--- src/rtl/djss_pkg.sv ---
// ============================================================================
// djss_pkg
// Shared types and constants for the damped Jacobi five-point stencil sweep.
// ============================================================================
package djss_pkg;

  // Field widths
  localparam int DATA_W = 32;
  localparam int IDX_W  = 11;
  localparam int REG_IDX_W = 1;

  // Default line buffer capacity (intervals per side)
  localparam int MAX_INTERVALS_DEF = 1024;

  // Register reset values
  localparam logic [IDX_W-1:0]  GRID_RESET = 11'd8;
  localparam logic [DATA_W-1:0] H2_RESET   = 32'd67108864;

  // Register indexes
  localparam logic [REG_IDX_W-1:0] REG_GRID_INTERVALS = 1'd0;
  localparam logic [REG_IDX_W-1:0] REG_H_SQUARED      = 1'd1;

  // floor(2^32 / 6), unsigned Q0.32
  localparam logic [29:0] RECIP_SIX = 30'd715827882;

  // Per-request result flags
  typedef struct packed {
    logic emit_a;    // result for the point one row above
    logic interior;  // that point is interior: run the stencil
    logic emit_b;    // extra zero result for the last row's own point
    logic last_b;    // extra result closes the sweep when its row also ends
  } djss_flags_t;

  // Pipeline control carried beside the data
  typedef struct packed {
    logic        valid;
    djss_flags_t flags;
  } djss_ctl_t;

  // Stencil window after the line buffer read
  typedef struct packed {
    logic [DATA_W-1:0] up;
    logic [DATA_W-1:0] left;
    logic [DATA_W-1:0] c;
    logic [DATA_W-1:0] right;
    logic [DATA_W-1:0] down;
    logic [DATA_W-1:0] rhs;
  } djss_win_t;

  // Final operands: center value and signed correction magnitude
  typedef struct packed {
    logic [DATA_W-1:0] c;
    logic [33:0]       m;
    logic              neg;
  } djss_fin_t;

endpackage

--- src/rtl/djss_arith.sv ---
// ============================================================================
// djss_arith
// Stencil arithmetic pipeline: h^2 scaling, neighbor sum, divide by six
// through the Q0.32 reciprocal, split over six register stages.
// ============================================================================
module djss_arith import djss_pkg::*; (
  input  logic              clk,
  input  logic              rst_n,
  input  logic              adv,
  input  logic [DATA_W-1:0] h_squared,
  input  djss_ctl_t         s1_ctl,
  input  djss_win_t         s1_data,
  output djss_ctl_t         s7_ctl,
  output djss_fin_t         s7_fin
);

  djss_ctl_t ctl2_r, ctl3_r, ctl4_r, ctl5_r, ctl6_r, ctl7_r;

  logic signed [64:0] p_full;
  logic [63:0]        p2_r;
  logic [32:0]        s1_2_r;
  logic [34:0]        s2_2_r;
  logic [DATA_W-1:0]  c2_r, c3_r, c4_r, c5_r, c6_r, c7_r;

  logic [31:0] t_nxt, t3_r;
  logic [35:0] s3_r;
  logic [35:0] d4_r;
  logic [34:0] a5_r;
  logic        neg5_r, neg6_r, neg7_r;
  logic [61:0] lo_prod;
  logic [32:0] hir6_r;
  logic [29:0] lohi6_r;
  logic [33:0] m7_r;

  // Valid and flags travel with the data
  always_ff @(posedge clk) begin
    if (!rst_n) begin
      ctl2_r <= '0;
      ctl3_r <= '0;
      ctl4_r <= '0;
      ctl5_r <= '0;
      ctl6_r <= '0;
      ctl7_r <= '0;
    end else if (adv) begin
      ctl2_r <= s1_ctl;
      ctl3_r <= ctl2_r;
      ctl4_r <= ctl3_r;
      ctl5_r <= ctl4_r;
      ctl6_r <= ctl5_r;
      ctl7_r <= ctl6_r;
    end
  end

  // Signed rhs times unsigned h^2, exact
  assign p_full = $signed(s1_data.rhs) * $signed({1'b0, h_squared});

  // Truncate the product toward zero
  assign t_nxt = p2_r[63:32] + {31'd0, p2_r[63] & (|p2_r[31:0])};

  // Reciprocal product of the low word
  assign lo_prod = 62'(a5_r[31:0]) * 62'(RECIP_SIX);

  always_ff @(posedge clk) begin
    if (adv) begin
      // Stage 2: h^2 product, partial neighbor sums
      p2_r   <= p_full[63:0];
      s1_2_r <= {s1_data.up[31], s1_data.up} + {s1_data.down[31], s1_data.down};
      s2_2_r <= {{3{s1_data.left[31]}}, s1_data.left}
              + {{3{s1_data.right[31]}}, s1_data.right}
              - {s1_data.c[31], s1_data.c, 2'b00};
      c2_r   <= s1_data.c;

      // Stage 3: scaled rhs, combined neighbor sum
      t3_r <= t_nxt;
      s3_r <= {{3{s1_2_r[32]}}, s1_2_r} + {s2_2_r[34], s2_2_r};
      c3_r <= c2_r;

      // Stage 4: full residual
      d4_r <= {{4{t3_r[31]}}, t3_r} + s3_r;
      c4_r <= c3_r;

      // Stage 5: magnitude and sign
      neg5_r <= d4_r[35];
      a5_r   <= d4_r[35] ? 35'(-d4_r) : d4_r[34:0];
      c5_r   <= c4_r;

      // Stage 6: multiply by the reciprocal of six
      hir6_r  <= 33'(a5_r[34:32]) * 33'(RECIP_SIX);
      lohi6_r <= lo_prod[61:32];
      neg6_r  <= neg5_r;
      c6_r    <= c5_r;

      // Stage 7: correction magnitude
      m7_r   <= 34'(hir6_r) + 34'(lohi6_r);
      neg7_r <= neg6_r;
      c7_r   <= c6_r;
    end
  end

  assign s7_ctl     = ctl7_r;
  assign s7_fin.c   = c7_r;
  assign s7_fin.m   = m7_r;
  assign s7_fin.neg = neg7_r;

endmodule

--- config.mk ---
export PLATFORM = sky130hd
export DESIGN_NAME = djss_arith
export DESIGN_NICKNAME = d
export VERILOG_FILES = /design/src/rtl/djss_pkg.sv /design/src/rtl/djss_arith.sv
export SDC_FILE = /design/constraint.sdc
export NUM_CORES = 2
export LEC_CHECK = 0
export BUFFER_PORTS_ARGS = -buffer_cell sky130_fd_sc_hd__buf_4
export CORE_ASPECT_RATIO = 1.1
export CORE_MARGIN = 4
export CORE_UTILIZATION = 50
export CTS_CLUSTER_DIAMETER = 60
export DETAILED_ROUTE_END_ITERATION = 8
export PLACE_DENSITY = 0.7
export SLEW_MARGIN = 25
export SYNTH_ARGS = -nofsm -noshare
export SYNTH_HDL_FRONTEND = slang
export SYNTH_SLANG_ARGS = --single-unit
--- constraint.sdc ---
create_clock -name clk -period 8.9 [get_ports clk]
set_clock_uncertainty 0.1 [all_clocks]
set_input_delay 0.445 -clock clk [delete_from_list [all_inputs] [get_ports clk]]
set_output_delay 0.445 -clock clk [all_outputs]
set_load 0.02 [all_outputs]
Word level (Yosys, flattened, before mapping)
Index checks and enable logic that the tools add are counted.

Output and inout port bits: 72. Bits in latches: 0. Bits of input ports: 232. Memory bits (read-only): 0. Memories kept: 0. Register bits: 592. Logic and storage cells: 63. RAM bits: 0.

Shift-type cells: 0. Multiplexer cells: 1. Magnitude comparators: 0. Add/sub/neg operators: 8. Multipliers: 3. Reduce and logical (&&, ||, !) cells: 1. Div/mod/pow operators: 0. Bitwise gates (word level): 1. Equality and inequality tests: 0.

Operators with widths (count): 32-bit by 32-bit adder with 33-bit output (2); 32-bit by 33-bit multiplier with 64-bit output (1); 32-bit by 29-bit multiplier with 61-bit output, second input constant (1); 33-bit by 35-bit adder with 36-bit output (1); 36-bit adder (1); 35-bit two-way mux (1); 35-bit negator (1); 33-bit by 34-bit subtractor with 35-bit output (1); 33-bit by 30-bit adder with 34-bit output (1); 32-bit by 1-bit adder with 32-bit output (1); 3-bit by 29-bit multiplier with 32-bit output, second input constant (1); 32-bit OR reduction (1); 1-bit bitwise AND (1).

Logic depth before layout (Yosys ltp)
Word-level depth: 3. Gate-level depth with buffers: 28. Gate-level depth less buffers: 26.

Worst setup path before layout
Ideal clock, no wire load.

Path type: input-to-reg. Start: input port s1_data[3] (netlist bit). End: register p2_r[63] (data pin). Cell stages on the path: 26. Slack: 1.343 ns. Library setup time: 0.264 ns. Required time: 8.536 ns. Path buffers: 2. Arrival: 7.193 ns. Path through: clkbuf_1 -> and2_1 -> fa_1 -> fa_1 -> inv_1 -> fa_1 -> fa_1 -> inv_1 -> fa_1 -> inv_1 -> fa_1 -> inv_1 -> fa_1 -> fa_1 -> ha_1 -> clkbuf_1 -> a211oi_1 -> o21bai_1 -> o21ai_2 -> a31oi_4 -> nor4_4 -> o31ai_4 -> a311oi_2 -> o21a_2 -> o2111a_1 -> a211oi_2.

Word-level cells in the longest chain between the ends: 1.

Ends and longest elaborated chain: start, declared (line djss_arith.sv:12) `input djss_win_t s1_data,`; 32-bit by 33-bit multiplier with 64-bit output (line djss_arith.sv:55) `assign p_full = $signed(s1_data.rhs) * $signed({1'b0, h_squared});`; named net p_full[63] (line djss_arith.sv:19) `logic signed [64:0] p_full;`; end signal, assigned (line djss_arith.sv:66) `p2_r <= p_full[63:0];`; end, declared (line djss_arith.sv:20) `logic [63:0] p2_r;`.

The timed path passes the listed nets, and every way through them passes these cells. A chain may end at the register's enable or synchronous reset.

Final worst setup path
Start: register a5_r[15]. End: register lohi6_r[29] (data pin).

Word-level cells in the longest chain between the ends: 1.

Ends and longest elaborated chain: start, declared (line djss_arith.sv:28) `logic [34:0] a5_r;`; start signal, assigned (line djss_arith.sv:84) `a5_r <= d4_r[35] ? 35'(-d4_r) : d4_r[34:0];`; 32-bit by 29-bit multiplier with 61-bit output (line djss_arith.sv:61) `assign lo_prod = 62'(a5_r[31:0]) * 62'(RECIP_SIX);`; named net lo_prod[61] (line djss_arith.sv:30) `logic [61:0] lo_prod;`; end signal, assigned (line djss_arith.sv:89) `lohi6_r <= lo_prod[61:32];`; end, declared (line djss_arith.sv:32) `logic [29:0] lohi6_r;`.

The timed path passes the listed nets, and every way through them passes these cells.

==> flow_summary_export.csv <==
group,metric,value,unit
flow_run,max-cap-violations,0,
cells_and_area,layout-drive-gt1-share,6.59,%
status,outcome,"completed",
critical_path,worstPathArrival,8150,ps
place,io_buffer_count,303,
synthesis,yosysSeqAreaShare,22.2,%
synthesis,yosysWarnings,0,
floorplan,die_h,418,um
clock_network,clock_latency,640,ps
sta,setup_violations,0,
floorplan,rows,150,
grt,grt_usage,24.5,%
synthesis,synthCells,7264,
critical_path,critPathSlowestCell,"edfxtp_1",
cells_and_area,fin_area,83100,um2
hold_path,min_from,"s1_data[160]",
routing,routedWlPerCell,20.1,um
grt,overflow,0,
routing,vias_per_cell,5.41,
synthesis,syn_area,76300,um2
critical_path,cp_cell_sequence,"ha_1, inv_1, fa_1, inv_1, fa_1, fa_1, inv_1, fa_1, inv_1, fa_1, fa_1, fa_1, ha_1, a21o_1, a21o_1, a21oi_1, o21ai_0, a41oi_1, nand2_1, o32ai_2, o2111ai_2, a41oi_1, xnor2_1",
sta,fin_crit,7900,ps
floorplan,dieArea,159000,um2
sta,slew_viol_final,0,
floorplan,ios,304,
clock_network,cts_buffers,70,
routing,initialDrtViolationCount,3043,
sta,period_share,88.8,%
floorplan,initial_core_util,50.2,%
cells_and_area,area_delta_synth_final,8.95,%
critical_path,endpoint_kind,"flop",
synthesis,synthArstFlopShare,0,%
critical_path,start_kind,"flop",
clock_network,cts.clk_slew.worst_paths,60,ps
floorplan,die_w,380,um
critical_path,slowest_delay,620,ps
clock_network,root_buffer,"clkbuf_16",
routing,drc,0,
routing,drt.antenna.violating_nets,0,
critical_path,worst_ep_required_time,9160,ps
sta,fin_setup_tns,0,ps
grt,grt_pass1_vias,56100,
synthesis,synth_edf_count,543,
routing,num_vias,51500,
critical_path,cp_common_cell,"fa_1",
clock_network,clockBufferDepth,3,
floorplan,core,152000,um2
place,dp_slack,559,ps
clock_network,clock_sinks,573,
sta,rsz0062_at_grt,"no",
synthesis,synthFlopType,"edfxtp_1",
critical_path,r2r_start,"a5_r[15]$_DFFE_PP_",
critical_path,cp_top_family,"adder cells",
critical_path,path_buf_inv,4,
place,dp_hpwl,154000,um
routing,drt_wl_total,191000,um
critical_path,cp-startpoint,"a5_r[15]$_DFFE_PP_",
grt,antenna_found_initial,6,
sta,worstMarginPinSlew,919,ps
synthesis,netlist-cell-type-count,89,
sta,slew_headroom,38.7,%
synthesis,ys_ff_latch,573,
sta,fmax,127,MHz
cells_and_area,layout_commonest_cell,"inv_1",
clock_network,h-tree-depth,3,
sta,layout_setup_ws,1000,ps
synthesis,avgSynthCellArea,10.5,um2
critical_path,crit_type,"flop to flop",
place,place_area,80300,um2
clock_network,cts_tree,"done",
routing,dr.pass1.iters,5,
sta,hold_viol,0,
cells_and_area,nNetsFinal,9772,
grt,grt_max_degree,117,
place,gp_congestion,0.952,
cells_and_area,layout_common_cells,"inv_1, fa_1, ha_1, and2_1, edfxtp_1",
critical_path,worstPathMaxFanout,6,
grt,grt_pass1_wl,305000,um
synthesis,synth.net_count,9567,
hold_path,hp-class,"input pin to flop",
clock_network,cts_resized,0,
## stage by stage
stage               std cells  util [%]  hold WS [ps]
floorplan                7264         -           300
global placement         9334      52.9           300
detailed placement       9334      52.9           305
CTS                      9497      54.7          18.3
global route             9499      54.7          48.2
finish                   9503      54.7          40.2
## worst register-to-register path, delay by kind of cell (launching register included)
kind | cells | cell delay (ps)
xor gates and xnor gates | 1 | 110
and+or+nand+nor | 1 | 200
buffers and inverters | 4 | 300
DFF | 1 | 620
adders and majority gates | 9 | 4450
AOI/OAI and AO/OA | 8 | 1820
## timing repair
action                                 4_1_cts  5_1_grt
hold buffers                                37        0
setup endpoints to repair                    0        0
buffers inserted                             0        0
endpoints found under the hold margin       37        0
## cells in the mapped netlist (11+ instances only)
cell | instances | area, um2
a211oi_1 | 28 | 210
a21o_1 | 123 | 923
a21oi_1 | 223 | 1120
a31oi_1 | 26 | 163
a41oi_1 | 11 | 96.3
and2_1 | 672 | 4200
and3_1 | 38 | 238
and4_1 | 11 | 96.3
clkbuf_1 | 228 | 856
dfxtp_1 | 30 | 601
edfxtp_1 | 543 | 16300
fa_1 | 1264 | 25300
ha_1 | 807 | 10100
inv_1 | 1590 | 5970
mux2i_1 | 32 | 320
nand2_1 | 475 | 1780
nand2b_1 | 54 | 338
nand3_1 | 67 | 335
nand4_1 | 39 | 244
nor2_1 | 169 | 634
nor2b_1 | 68 | 425
nor3_1 | 31 | 155
nor4_1 | 22 | 138
o211ai_1 | 18 | 135
o21a_1 | 28 | 210
o21ai_0 | 124 | 621
o21ai_1 | 15 | 75.1
o21bai_1 | 41 | 308
o31ai_1 | 19 | 143
or3_1 | 18 | 113
xnor2_1 | 218 | 1910
xor2_1 | 84 | 736
## layer usage
metal / wire, um / vias to the layer above / global-route usage [%]
met3: 10600 / 413 / 3.37
li1: - / 23300 / -
met5: 0 / - / 0
met2: 98200 / 1534 / 43.9
met4: 7500 / 0 / 8.92
met1: 74400 / 26200 / 30.2
## final timing paths
kind,depth (start not counted),slack [ps],to
worst min register to register,0,310,c7_r[19]$_DFFE_PP_
worst min-delay path,2,40,s1_2_r[0]$_DFFE_PP_
worst max register to register,23,1000,lohi6_r[29]$_DFFE_PP_
worst max-delay path,23,1000,lohi6_r[29]$_DFFE_PP_
## flip-flops by register name (all words and copies together) (netlist names), 33 cells and up
name and count:
s3_r 36, p2_r 64, m7_r 34, s2_2_r 35, d4_r 36, a5_r 35
s1_2_r 33
## cell families (layout without fill, tap and decap cells)
kind of cell / count (synthesis) / after routing / share of synthesized area (%)
fa+ha+maj: 2071 / 2071 / 46.4
buf+inv: 1826 / 2085 / 9.01
simple gates: 1693 / 1693 / 11.8
compound gates: 767 / 767 / 6.77
flops: 573 / 573 / 22.2
xor+xnor: 302 / 302 / 3.47
mux: 32 / 32 / 0.420
other cells: 0 / 4 / 0
## area by class of cell
class	count	area, um2
Antenna cell	4	10.0
Clock buffer	81	1840
Clock inverter	45	510
Fill cell	13100	68700
Inverter	1590	5970
Multi-Input combinational cell	4865	52500
Sequential cell	573	16900
Tap cell	1976	2470
Timing Repair Buffer	369	2900
Power is not shown: default switching activity piles up to over one toggle a cycle in this logic, so the estimate is an artifact.
