**config.mk**
```make
export PLATFORM = sky130hd
export DESIGN_NAME = djss_out
export DESIGN_NICKNAME = d
export VERILOG_FILES = /design/src/rtl/djss_pkg.sv /design/src/rtl/djss_out.sv
export SDC_FILE = /design/constraint.sdc
export NUM_CORES = 1
export LEC_CHECK = 0
export BUFFER_PORTS_ARGS = -buffer_cell sky130_fd_sc_hd__buf_4
export CAP_MARGIN = 10
export CORE_MARGIN = 2
export CORE_UTILIZATION = 35
export DETAILED_ROUTE_END_ITERATION = 8
export PLACE_DENSITY = 0.6
export RECOVER_POWER = 100
export SYNTH_ARGS = -nofsm -noshare
export SYNTH_HDL_FRONTEND = slang
export SYNTH_SLANG_ARGS = --single-unit
```
**constraint.sdc**
```tcl
create_clock -name clk -period 12.25 [get_ports clk]
set_input_delay 2.45 -clock clk [delete_from_list [all_inputs] [get_ports clk]]
set_output_delay 2.45 -clock clk [all_outputs]
set_load 0.03 [all_outputs]
```
**src/rtl/djss_pkg.sv**
```systemverilog
// ============================================================================
// djss_pkg
// Shared types and constants for the damped Jacobi five-point stencil sweep.
// ============================================================================
package djss_pkg;

  // Field widths
  localparam int DATA_W = 32;
  localparam int IDX_W  = 11;
  localparam int REG_IDX_W = 1;

  // Default line buffer capacity (intervals per side)
  localparam int MAX_INTERVALS_DEF = 1024;

  // Register reset values
  localparam logic [IDX_W-1:0]  GRID_RESET = 11'd8;
  localparam logic [DATA_W-1:0] H2_RESET   = 32'd67108864;

  // Register indexes
  localparam logic [REG_IDX_W-1:0] REG_GRID_INTERVALS = 1'd0;
  localparam logic [REG_IDX_W-1:0] REG_H_SQUARED      = 1'd1;

  // floor(2^32 / 6), unsigned Q0.32
  localparam logic [29:0] RECIP_SIX = 30'd715827882;

  // Per-request result flags
  typedef struct packed {
    logic emit_a;    // result for the point one row above
    logic interior;  // that point is interior: run the stencil
    logic emit_b;    // extra zero result for the last row's own point
    logic last_b;    // extra result closes the sweep when its row also ends
  } djss_flags_t;

  // Pipeline control carried beside the data
  typedef struct packed {
    logic        valid;
    djss_flags_t flags;
  } djss_ctl_t;

  // Stencil window after the line buffer read
  typedef struct packed {
    logic [DATA_W-1:0] up;
    logic [DATA_W-1:0] left;
    logic [DATA_W-1:0] c;
    logic [DATA_W-1:0] right;
    logic [DATA_W-1:0] down;
    logic [DATA_W-1:0] rhs;
  } djss_win_t;

  // Final operands: center value and signed correction magnitude
  typedef struct packed {
    logic [DATA_W-1:0] c;
    logic [33:0]       m;
    logic              neg;
  } djss_fin_t;

endpackage

```
**src/rtl/djss_out.sv**
```systemverilog
// ============================================================================
// djss_out
// Output register: final add with saturation, and the split of one request
// into up to two results on the last row. Drives the pipeline advance.
// ============================================================================
module djss_out import djss_pkg::*; (
  input  logic              clk,
  input  logic              rst_n,
  input  djss_ctl_t         s7_ctl,
  input  djss_fin_t         s7_fin,
  input  logic              out_ready,
  output logic              out_valid,
  output logic [DATA_W-1:0] out_new_value,
  output logic              out_last_point,
  output logic              adv
);

  logic              o_v_r, o_a_r, o_b_r, o_last_r;
  logic [DATA_W-1:0] o_val_r;
  logic [35:0]       res;
  logic [DATA_W-1:0] sat_val;
  logic              leaving;

  // Center plus or minus the correction, clipped to 32 bits
  always_comb begin
    if (s7_fin.neg) begin
      res = {{4{s7_fin.c[31]}}, s7_fin.c} - {2'b00, s7_fin.m};
    end else begin
      res = {{4{s7_fin.c[31]}}, s7_fin.c} + {2'b00, s7_fin.m};
    end
    if (!res[35] && (|res[34:31])) begin
      sat_val = 32'h7FFF_FFFF;
    end else if (res[35] && !(&res[34:31])) begin
      sat_val = 32'h8000_0000;
    end else begin
      sat_val = res[31:0];
    end
  end

  // The register frees up once its last pending result is taken
  assign leaving = o_v_r & out_ready & ~(o_a_r & o_b_r);
  assign adv     = ~o_v_r | leaving;

  always_ff @(posedge clk) begin
    if (!rst_n) begin
      o_v_r <= 1'b0;
      o_a_r <= 1'b0;
      o_b_r <= 1'b0;
    end else if (adv) begin
      o_v_r <= s7_ctl.valid & (s7_ctl.flags.emit_a | s7_ctl.flags.emit_b);
      o_a_r <= s7_ctl.flags.emit_a;
      o_b_r <= s7_ctl.flags.emit_b;
    end else if (o_v_r & out_ready) begin
      // First of two results taken: drop to the second
      o_a_r <= 1'b0;
    end
  end

  always_ff @(posedge clk) begin
    if (adv) begin
      o_last_r <= s7_ctl.flags.last_b;
      o_val_r  <= s7_ctl.flags.interior ? sat_val : '0;
    end
  end

  assign out_valid      = o_v_r;
  assign out_new_value  = o_a_r ? o_val_r : '0;
  assign out_last_point = ~o_a_r & o_last_r;

endmodule
```
======== Yosys cells after proc, flatten, opt, wreduce, memory -nomap -nowiden ========
Index checks and enable logic that the tools add are counted.
cells by class
  bitwise gates (word level) .............. 11
  reductions and logical operators ........ 8
  mux-type cells .......................... 6
  $add $sub $neg .......................... 2
operators by type and width
  cell                 number
  $mux W32             2
  $add A32 B35 Y36     1
  $mux W36             1
  $sub A32 B35 Y36     1
  $mux W31             1
  $and A1 B1 Y1        5
  $not A1 Y1           4
  $reduce_and A4 Y1    1
  $reduce_or A4 Y1     1
  $logic_and A1 B1 Y1  2
  $logic_not A1 Y1     2
  $mux W1              2
  $or A1 B1 Y1         2
  $reduce_bool A2 Y1   1
  $reduce_or A2 Y1     1
word-level totals
  word-level logic and storage cells ...... 33
  output and inout port bits .............. 35
  register bits after elaboration ......... 36
  bits of input ports ..................... 75

======== Logic depth before layout (Yosys ltp) ========
Gate-level depths: netlist of the first run.
  depth after elaboration ................. 7
  gate-level depth with buffers ........... 21
  depth with buffers taken out ............ 18

======== Worst setup path before layout of the first run ========
No wires, ideal clock.
  kind .................................... input to register
  start ................................... in s7_fin[12] (netlist name)
  end ..................................... reg o_val_r[3] (data pin)
  library setup time ...................... 0.262 ns
  buffers on the path ..................... 2
  cell stages on the path ................. 18
  setup slack ............................. 5.945 ns
  arrival time ............................ 6.043 ns
  required time ........................... 11.988 ns
  cell sequence ........................... or4_1 > nor3_2 > and2_1 > and3b_2 > a21oi_1 > xnor2_1 > ha_1 > clkbuf_1 > a21o_1 > a21o_1 > a21o_1 > a21o_1 > a41oi_1 > o41ai_2 > xor2_1 > o311ai_4 > buf_6 > o31ai_1
on the way
  longest elaborated chain between the ends .. 7
  elaborated cells on any way between the ends .. 11
RTL lines
  element                                               RTL line                        RTL
  from (decl)                                           djss_out.sv:10                  input djss_fin_t s7_fin,
  $add A32 B35 Y36 or $sub A32 B35 Y36 (tied branches)  djss_out.sv:29, djss_out.sv:27
  $mux W36 (*)                                          djss_out.sv:26                  if (s7_fin.neg) begin
  $reduce_and A4 Y1                                     djss_out.sv:33                  end else if (res[35] && !(&res[34:31])) begin
  $logic_not A1 Y1                                      djss_out.sv:33
  $logic_and A1 B1 Y1                                   djss_out.sv:33
  $mux W32                                              djss_out.sv:33
  $mux W31 (*)                                          djss_out.sv:31                  if (!res[35] && (|res[34:31])) begin
  to (signal assigned)                                  djss_out.sv:62                  o_val_r <= s7_ctl.flags.interior ? sat_val : '0;
  to (decl)                                             djss_out.sv:19                  logic [DATA_W-1:0] o_val_r;
Every way passes the cells marked *; elsewhere a longest branch is shown, timed or not.
A chain may end at the register's enable or synchronous reset.

======== Worst setup path after layout of the first run ========
  start ................................... in s7_fin[12] (netlist name)
  end ..................................... reg o_val_r[5] (data pin)
The elaborated chain is that of the path after synthesis.

==> results of run 1 <==
## through the flow
stage                     utilization [%]  setup slack, ns  instances
after floorplan                         -             5.95        529
after global placement               43.5             4.89        781
after detailed placement             43.5             4.84        781
after CTS                            44.7             5.11        789
after global routing                 44.0             4.36        789
final                                44.0             4.85        789
## per-layer routing
layer	vias to the layer above	GRT usage [%]
li1	2117	-
met4	0	2.46
met5	-	0
met1	1838	26.0
met2	122	24.8
met3	7	2.09
## tightest hold or removal path, delay by kind of cell, from the launching register on
family          cells  cell delay, ns
flops               1            0.32
compound gates      2            0.16
## cell usage after synthesis (2+ instances only)
| cell | number | area, um2 |
|---|---|---|
| sky130_fd_sc_hd__a21oi_1 | 52 | 260 |
| sky130_fd_sc_hd__xnor2_1 | 47 | 412 |
| sky130_fd_sc_hd__nor2_1 | 44 | 165 |
| sky130_fd_sc_hd__nand2_1 | 40 | 150 |
| sky130_fd_sc_hd__ha_1 | 36 | 450 |
| sky130_fd_sc_hd__and2_1 | 34 | 213 |
| sky130_fd_sc_hd__edfxtp_1 | 33 | 991 |
| sky130_fd_sc_hd__o31ai_1 | 25 | 188 |
| sky130_fd_sc_hd__o21ai_0 | 22 | 110 |
| sky130_fd_sc_hd__clkbuf_1 | 19 | 71.3 |
| sky130_fd_sc_hd__a21o_1 | 17 | 128 |
| sky130_fd_sc_hd__inv_1 | 15 | 56.3 |
| sky130_fd_sc_hd__nor3_1 | 15 | 75.1 |
| sky130_fd_sc_hd__xor2_1 | 14 | 123 |
| sky130_fd_sc_hd__nand3_1 | 13 | 65.1 |
| sky130_fd_sc_hd__a31oi_1 | 10 | 62.6 |
| sky130_fd_sc_hd__nand4_1 | 9 | 56.3 |
| sky130_fd_sc_hd__nand2b_1 | 6 | 37.5 |
| sky130_fd_sc_hd__o211ai_1 | 5 | 37.5 |
| sky130_fd_sc_hd__o21ai_2 | 5 | 43.8 |
| sky130_fd_sc_hd__nor2b_1 | 4 | 25.0 |
| sky130_fd_sc_hd__o21bai_1 | 4 | 30.0 |
| sky130_fd_sc_hd__a21boi_0 | 3 | 22.5 |
| sky130_fd_sc_hd__buf_2 | 3 | 15.0 |
| sky130_fd_sc_hd__buf_6 | 3 | 33.8 |
| sky130_fd_sc_hd__dfxtp_1 | 3 | 60.1 |
| sky130_fd_sc_hd__a2111oi_0 | 2 | 17.5 |
| sky130_fd_sc_hd__a211o_1 | 2 | 17.5 |
| sky130_fd_sc_hd__a211oi_1 | 2 | 15.0 |
| sky130_fd_sc_hd__and4b_1 | 2 | 20.0 |
| sky130_fd_sc_hd__mux2i_1 | 2 | 20.0 |
| sky130_fd_sc_hd__o21ai_1 | 2 | 10.0 |
| sky130_fd_sc_hd__o221a_2 | 2 | 22.5 |
| sky130_fd_sc_hd__or3_1 | 2 | 12.5 |
| sky130_fd_sc_hd__xnor2_2 | 2 | 32.5 |
## kinds of logic (layout without fill, tap and decap cells)
group | Yosys count | after routing | share of synthesized area [%]
muxes | 2 | 2 | 0.459
adders and majority gates | 37 | 37 | 10.8
DFF | 36 | 36 | 24.1
buffers and inverters | 43 | 135 | 4.39
AOI/OAI and AO/OA | 168 | 168 | 26.4
and+or+nand+nor | 180 | 180 | 20.9
xor gates and xnor gates | 63 | 63 | 13.0
## sequential cells by signal (all words and copies together) (netlist names)
register,cells
o_val_r,32
o_a_r,1
o_b_r,1
o_last_r,1
out_valid,1
## layout make-up
type	instances	share of cell area [%]
inverter	16	1.13
clock inverter	1	0.0938
tap	168	3.94
clock buffer	7	2.49
timing repair buffer	111	14.6
multi-input combinational	450	58.1
sequential	36	19.7
## power by group through the flow
stage	logic, W	registers, W	clock network (W)
6_report	0.000306	0.000187	0.000116
5_1_grt	0.000340	0.000190	0.000123
4_1_cts	0.000313	0.000186	0.000119
3_5_place_dp	0.000312	0.000189	0
3_3_place_gp	0.000310	0.000188	0
2_1_floorplan	0.000230	0.000183	0
## worst min path at each step
stage | slack, ns | cells past startpoint | from | end
after CTS | 0.55 | 2 | o_b_r | o_b_r
final | 0.54 | 2 | o_b_r | o_b_r
after detailed placement | 0.54 | 2 | o_b_r | o_b_r
after global placement | 0.51 | 2 | o_b_r | o_b_r
after floorplan | 0.48 | 2 | o_b_r | o_b_r
after global routing | 0.57 | 2 | o_b_r | o_b_r
==> impl_results.md, run 1 <==
- Post-synth net total: ~640
- Critical path startpoint category: input pin
- Kind of path behind the tightest hold check: flop to flop
- Global-route usage over all layers: around 17%
- Synth async-reset ratio: 0%
- Fin. max-slew vios: 35
- Total number of cells along the worst setup path: 17
- TritonRoute pass-1 iters: 5
- Weighted congestion at the end of routability-driven global placement: ~0.84
- Detailed Place HPWL: between 9000 and 10000 um
- Hold Fails Final Rpt: 0
- Fillers: ~1300
- Worst Path Arrival: ~7.3 ns
- Number of design rule violations left after detail routing: 0
- Maximum number of buffers from clock root to sink: 2
- RSZ-0062 raised after global routing: no
- Clock Power Share: 19.1%
- Most frequent standard cell in the layout excluding fill and tap cells: sky130_fd_sc_hd__buf_4
- Switching part of the total: 38.4%
- Share of cells above drive strength 1: around 20%
- Wire length on met1: 5850 um
- Vias in the first global route: 3805
- Drt wl/cell: 14.1 um
- Chain of cells forming the critical path: clkbuf_1 -> or4_1 -> nor3_1 -> and2_0 -> a21oi_1 -> xnor2_1 -> ha_1 -> nand2_1 -> nor3_1 -> o21ai_0 -> a31oi_1 -> a211o_1 -> a21oi_1 -> o41ai_1 -> xor2_1 -> o311ai_4 -> o21ai_0
- Setup CP Type: input pin to flop
- Clock insertion delay at the later pin of the skew report: roughly 0.27 ns
- Wire length of the first global-routing pass: roughly 18000 um
- Logic gate share of total power: a little over 50%
- Area after DPL: 5270 um2
- Highest achievable clock rate: 135 MHz
- Post-detailed-route via-to-cell ratio: just over 5
- Diodes inserted: 0
- Clock tree from TritonCTS: done
- Worst relative slew slack: -16.7%
- Syn_area_per_cell: between 8 and 9 um2
- Post-route fraction of the period consumed by the critical path: slightly above 60%
- I/O pin total: 110
- Number of nets with antenna violations after routing: 0
- Peak supply drop: roughly 50 uV
- Full die area: ~13000 um2
- Primary flip-flop cell chosen by synthesis mapping: sky130_fd_sc_hd__edfxtp_1
- Shortest period the worst path allows: about 7.4 ns
- # Max-Cap Violations: 1
- Slowest CP cell: sky130_fd_sc_hd__o311ai_4
- CP delay by family, top: compound AO/OA/AOI/OAI gates
- Metal3 WL: between 600 and 700 um
- Core region area: around 12000 um2
- Total Routed Length: ~11000 um
- Count of endpoints failing setup in the final report: 0
- Initial DRC Count: 312
- Final net count: 732
- Violations in the final reports: max-capacitance violations, max-slew violations
- Total power density per cell area: 114 nW/um2
- Chip Height: around 120 um
- Logic depth of the worst register-to-register path: 5
- Actual slew at the worst max-slew pin: around 1.8 ns
- Area growth from synthesis to final layout: 22.3%
- Beginning of the critical path: s7_fin[12]
- Cell row count: 40
- Part of the power in registers: 30.6%
- # hold bufs at CTS: 0
- Post-route setup TNS: 0 ns
- Endpoint of the most critical setup path: o_val_r[5]
- Crit path capture type: flop
- Cts bufs inserted: 5
- Leakage power: between 2 and 2.5 nW
- Reg area: ~1100 um2
- Final hold slack: about 0.54 ns
- Internal power summed over all cells: roughly 0.00038 W
- Uppermost layer routed: met4
- Minimum setup slack among reg-to-reg paths: roughly 9.6 ns
- Number of antenna violations at the first check in global routing: 0
- Length of routed met2 wiring: ~4600 um
- Pin count of the biggest net entering global routing: 38
- Psw: 0.000234 W
- Outcome: complete, but fails checks
- Number of I/O port buffers: 109
- Clock transition at the registers of the reported paths: 0.05 ns
- Vias after detailed routing: 4084
- Crit path buf inv count: 1
- Resize count post-CTS: 0
- Post-CTS setup buffer count: 0
- Sequential share of the synthesized area: between 20 and 25%
- TritonCTS sink count: 36
- Total congestion overflow after global routing: 0
- Unique masters post-synth: 65
- Crit path required time: between 10 and 15 ns
- Number of enable flip-flop cells after synthesis: 33
- Yosys warnings: 0
- H-tree levels: 2
- Capture instance of the worst register-to-register path: out_valid
- Total power draw: 0.000609 W
- Initial core utilization: between 30% and 40%
- Worst path max stage delay: approximately 0.99 ns
- Die Wd: 116 um
- Setup skew after layout: between 0.005 and 0.006 ns
- Root Buffer: sky130_fd_sc_hd__clkbuf_16
- Synthesized instance count: 529
- Most frequent cells in the layout: 94 x sky130_fd_sc_hd__buf_4, 52 x sky130_fd_sc_hd__a21oi_1, 47 x sky130_fd_sc_hd__xnor2_1
- Design Area, Final: 5340 um2
- Critical path peak fanout: 31
- Critical register-to-register path startpoint: o_a_r
- Multi-input combinational cell area: about 3100 um2
- Post-Syn Area: roughly 4400 um2
- Flops & latches, synth: 36
(Power assumes the default switching activity.)
==> inputs of run 2 (changes only) <==
==> constraint.sdc (replaced) <==
create_clock -name clk -period 7.75 [get_ports clk]
set_input_delay 1.55 -clock clk [delete_from_list [all_inputs] [get_ports clk]]
set_output_delay 1.55 -clock clk [all_outputs]
set_load 0.03 [all_outputs]
==> run 2 against run 1 <==
Against the previous run:
- the run still ends with max-capacitance violations, max-slew violations left
- clock power up 91%
- worst hold slack got worse by 0.0083 ns
- combinational power rose by 59%
- worst setup slack worse by 3.2 ns
- non-clock buffer count up 1
- cell count rose by 0.13%
- largest cell class unchanged
==> impl_results.md, run 2 (synthesized netlist as in run 1, its figures left out) <==
- Root Buffer: sky130_fd_sc_hd__clkbuf_16
- CP delay by family, top: compound AO/OA/AOI/OAI gates
- I/O pin total: 110
- Register with the highest flop count: o_val_r
- Vias in the first global route: about 3800
- TritonCTS sink count: 36
- Internal power summed over all cells: 0.000626 W
- Post-route setup TNS: 0 ns
- Number of antenna violations at the first check in global routing: 0
- Final net count: 733
- Cell row count: 40
- Diodes inserted: 0
- Worst-case setup margin in the final layout: between 1.5 and 2 ns
- Clock Power Share: a little over a fifth
- Slowest CP cell: sky130_fd_sc_hd__or4_1
- Switching part of the total: between 30 and 40%
- RSZ-0062 raised after global routing: no
- Kind of path behind the tightest hold check: flop to flop
- Clock transition at the registers of the reported paths: roughly 0.05 ns
- Worst Path Arrival: just over 6 ns
- Die Wd: around 120 um
- Most frequent cells in the layout: 95 x sky130_fd_sc_hd__buf_4, 52 x sky130_fd_sc_hd__a21oi_1, 47 x sky130_fd_sc_hd__xnor2_1
- Crit path capture type: flop
- Number of design rule violations left after detail routing: 0
- Actual slew at the worst max-slew pin: roughly 1.8 ns
- TritonRoute pass-1 iters: 5
- Wire length of the first global-routing pass: 18300 um
- Post-CTS setup buffer count: 0
- Post-route fraction of the period consumed by the critical path: 78.1%
- Initial DRC Count: between 200 and 300
- Core region area: approximately 12000 um2
- Resize count post-CTS: 0
- Total Routed Length: between 10000 and 15000 um
- Number of I/O port buffers: 109
- Full die area: 13400 um2
- Chain of cells forming the critical path: clkbuf_1 -> or4_1 -> nor3_1 -> and2_0 -> a21oi_1 -> xnor2_1 -> ha_1 -> nand2_1 -> nor3_1 -> o21ai_0 -> a31oi_1 -> a211o_1 -> a21oi_1 -> o41ai_1 -> xor2_1 -> a31oi_2 -> buf_4 -> o31ai_1
- Clock insertion delay at the later pin of the skew report: ~0.27 ns
- Detailed Place HPWL: ~9200 um
- Vias after detailed routing: around 4000
- Total congestion overflow after global routing: 0
- Worst path max stage delay: between 0.5 and 0.6 ns
- Critical path startpoint category: input pin
- Crit path required time: between 7 and 8 ns
- Clock tree from TritonCTS: done
- Setup CP Type: input pin to flop
- Most frequent standard cell in the layout excluding fill and tap cells: sky130_fd_sc_hd__buf_4
- Hold Fails Final Rpt: 0
- Share of cells above drive strength 1: about 20%
- Critical path peak fanout: 31
- Pin count of the biggest net entering global routing: 38
- Psw: between 0.0003 and 0.0004 W
- Drt wl/cell: around 14 um
- Global-route usage over all layers: between 10% and 20%
- Area growth from synthesis to final layout: 23.1%
- Total power density per cell area: approximately 190 nW/um2
- Crit path buf inv count: 2
- # Max-Cap Violations: 1
- Post-detailed-route via-to-cell ratio: between 5 and 6
- Setup skew after layout: ~0.0033 ns
- Cts bufs inserted: 5
- Part of the power in registers: just under 30%
- Number of nets with antenna violations after routing: 0
- Weighted congestion at the end of routability-driven global placement: 0.849
- Setup Slack @ Placement: about 1.6 ns
- Maximum number of buffers from clock root to sink: 2
- Outcome: complete, but fails checks
- Count of endpoints failing setup in the final report: 0
- Logic gate share of total power: 48.7%
- Violations in the final reports: max-capacitance violations, max-slew violations
- Flip-flop count of the largest register, all copies and words added: 32
- Leakage power: ~2.3 nW
- Chip Height: 116 um
- Shortest period the worst path allows: a little over 6 ns
- Peak supply drop: between 70 and 80 uV
- Minimum setup slack among reg-to-reg paths: 5.08 ns
- Highest achievable clock rate: between 150 and 200 MHz
- Worst relative slew slack: -17.2%
- Fin. max-slew vios: 35
- # hold bufs at CTS: 0
- Initial core utilization: between 30% and 40%
- H-tree levels: 2
run 2: cell count changes in the layout (fill, tap and decap cells not counted), sizes merged:
cell    change
buf         +1
bufinv      +1
clkbuf      -1
run 2: worst paths after layout:
check / from / end / depth (start not counted)
worst min register to register: o_b_r / o_b_r / 2
worst max-delay path: s7_fin[12] / o_val_r[3] / 18
worst max register to register: o_a_r / out_valid / 5
worst min-delay path: o_b_r / o_b_r / 2
run 2: final cells by class:
cell class	instances	area [um2]
fillers	1251	6740
clock inverters	2	35.0
flip-flops and latches	36	1050
clock buffers	6	129
multi-input cells	450	3100
repair buffers	112	785
inverters	16	60.1
well taps	168	210
run 2: power groups by stage:
| stage | combinational [W] | sequential (W) | clock (W) |
|---|---|---|---|
| floorplan | 0.000363 | 0.000289 | 0 |
| global placement | 0.000490 | 0.000297 | 0 |
| detailed placement | 0.000495 | 0.000297 | 0 |
| CTS | 0.000497 | 0.000293 | 0.000224 |
| global route | 0.000539 | 0.000299 | 0.000233 |
| finish | 0.000488 | 0.000294 | 0.000221 |
run 2: worst register-to-register path: cells and delay by family, from the launching register on:
| kind | cells | cell delay [ns] |
|---|---|---|
| AOI/OAI and AO/OA | 1 | 0.27 |
| DFF | 1 | 0.60 |
| buffers and inverters | 1 | 1.27 |
| and+or+nand+nor | 3 | 0.30 |
run 2: routing by layer:
metal	routed length, um	GRT usage, %	up-vias	share of wire, %
met3	547	1.94	7	4.9
met4	76	2.70	0	0.68
met1	6060	26.5	1792	54
met2	4570	24.2	115	41
met5	0	0	-	0
li1	-	-	2117	-
run 2: through the flow:
stage | util (%) | std cells | total power (W) | hold WS (ns) | area (um2)
floorplan | - | 529 | 0.000652 | 0.484 | 4360
global placement | 43.6 | 782 | 0.000787 | 0.505 | 5280
detailed placement | 43.6 | 782 | 0.000792 | 0.520 | 5280
CTS | 45.0 | 790 | 0.00101 | 0.528 | 5450
global route | 44.3 | 790 | 0.00107 | 0.577 | 5370
finish | 44.3 | 790 | 0.00100 | 0.529 | 5370
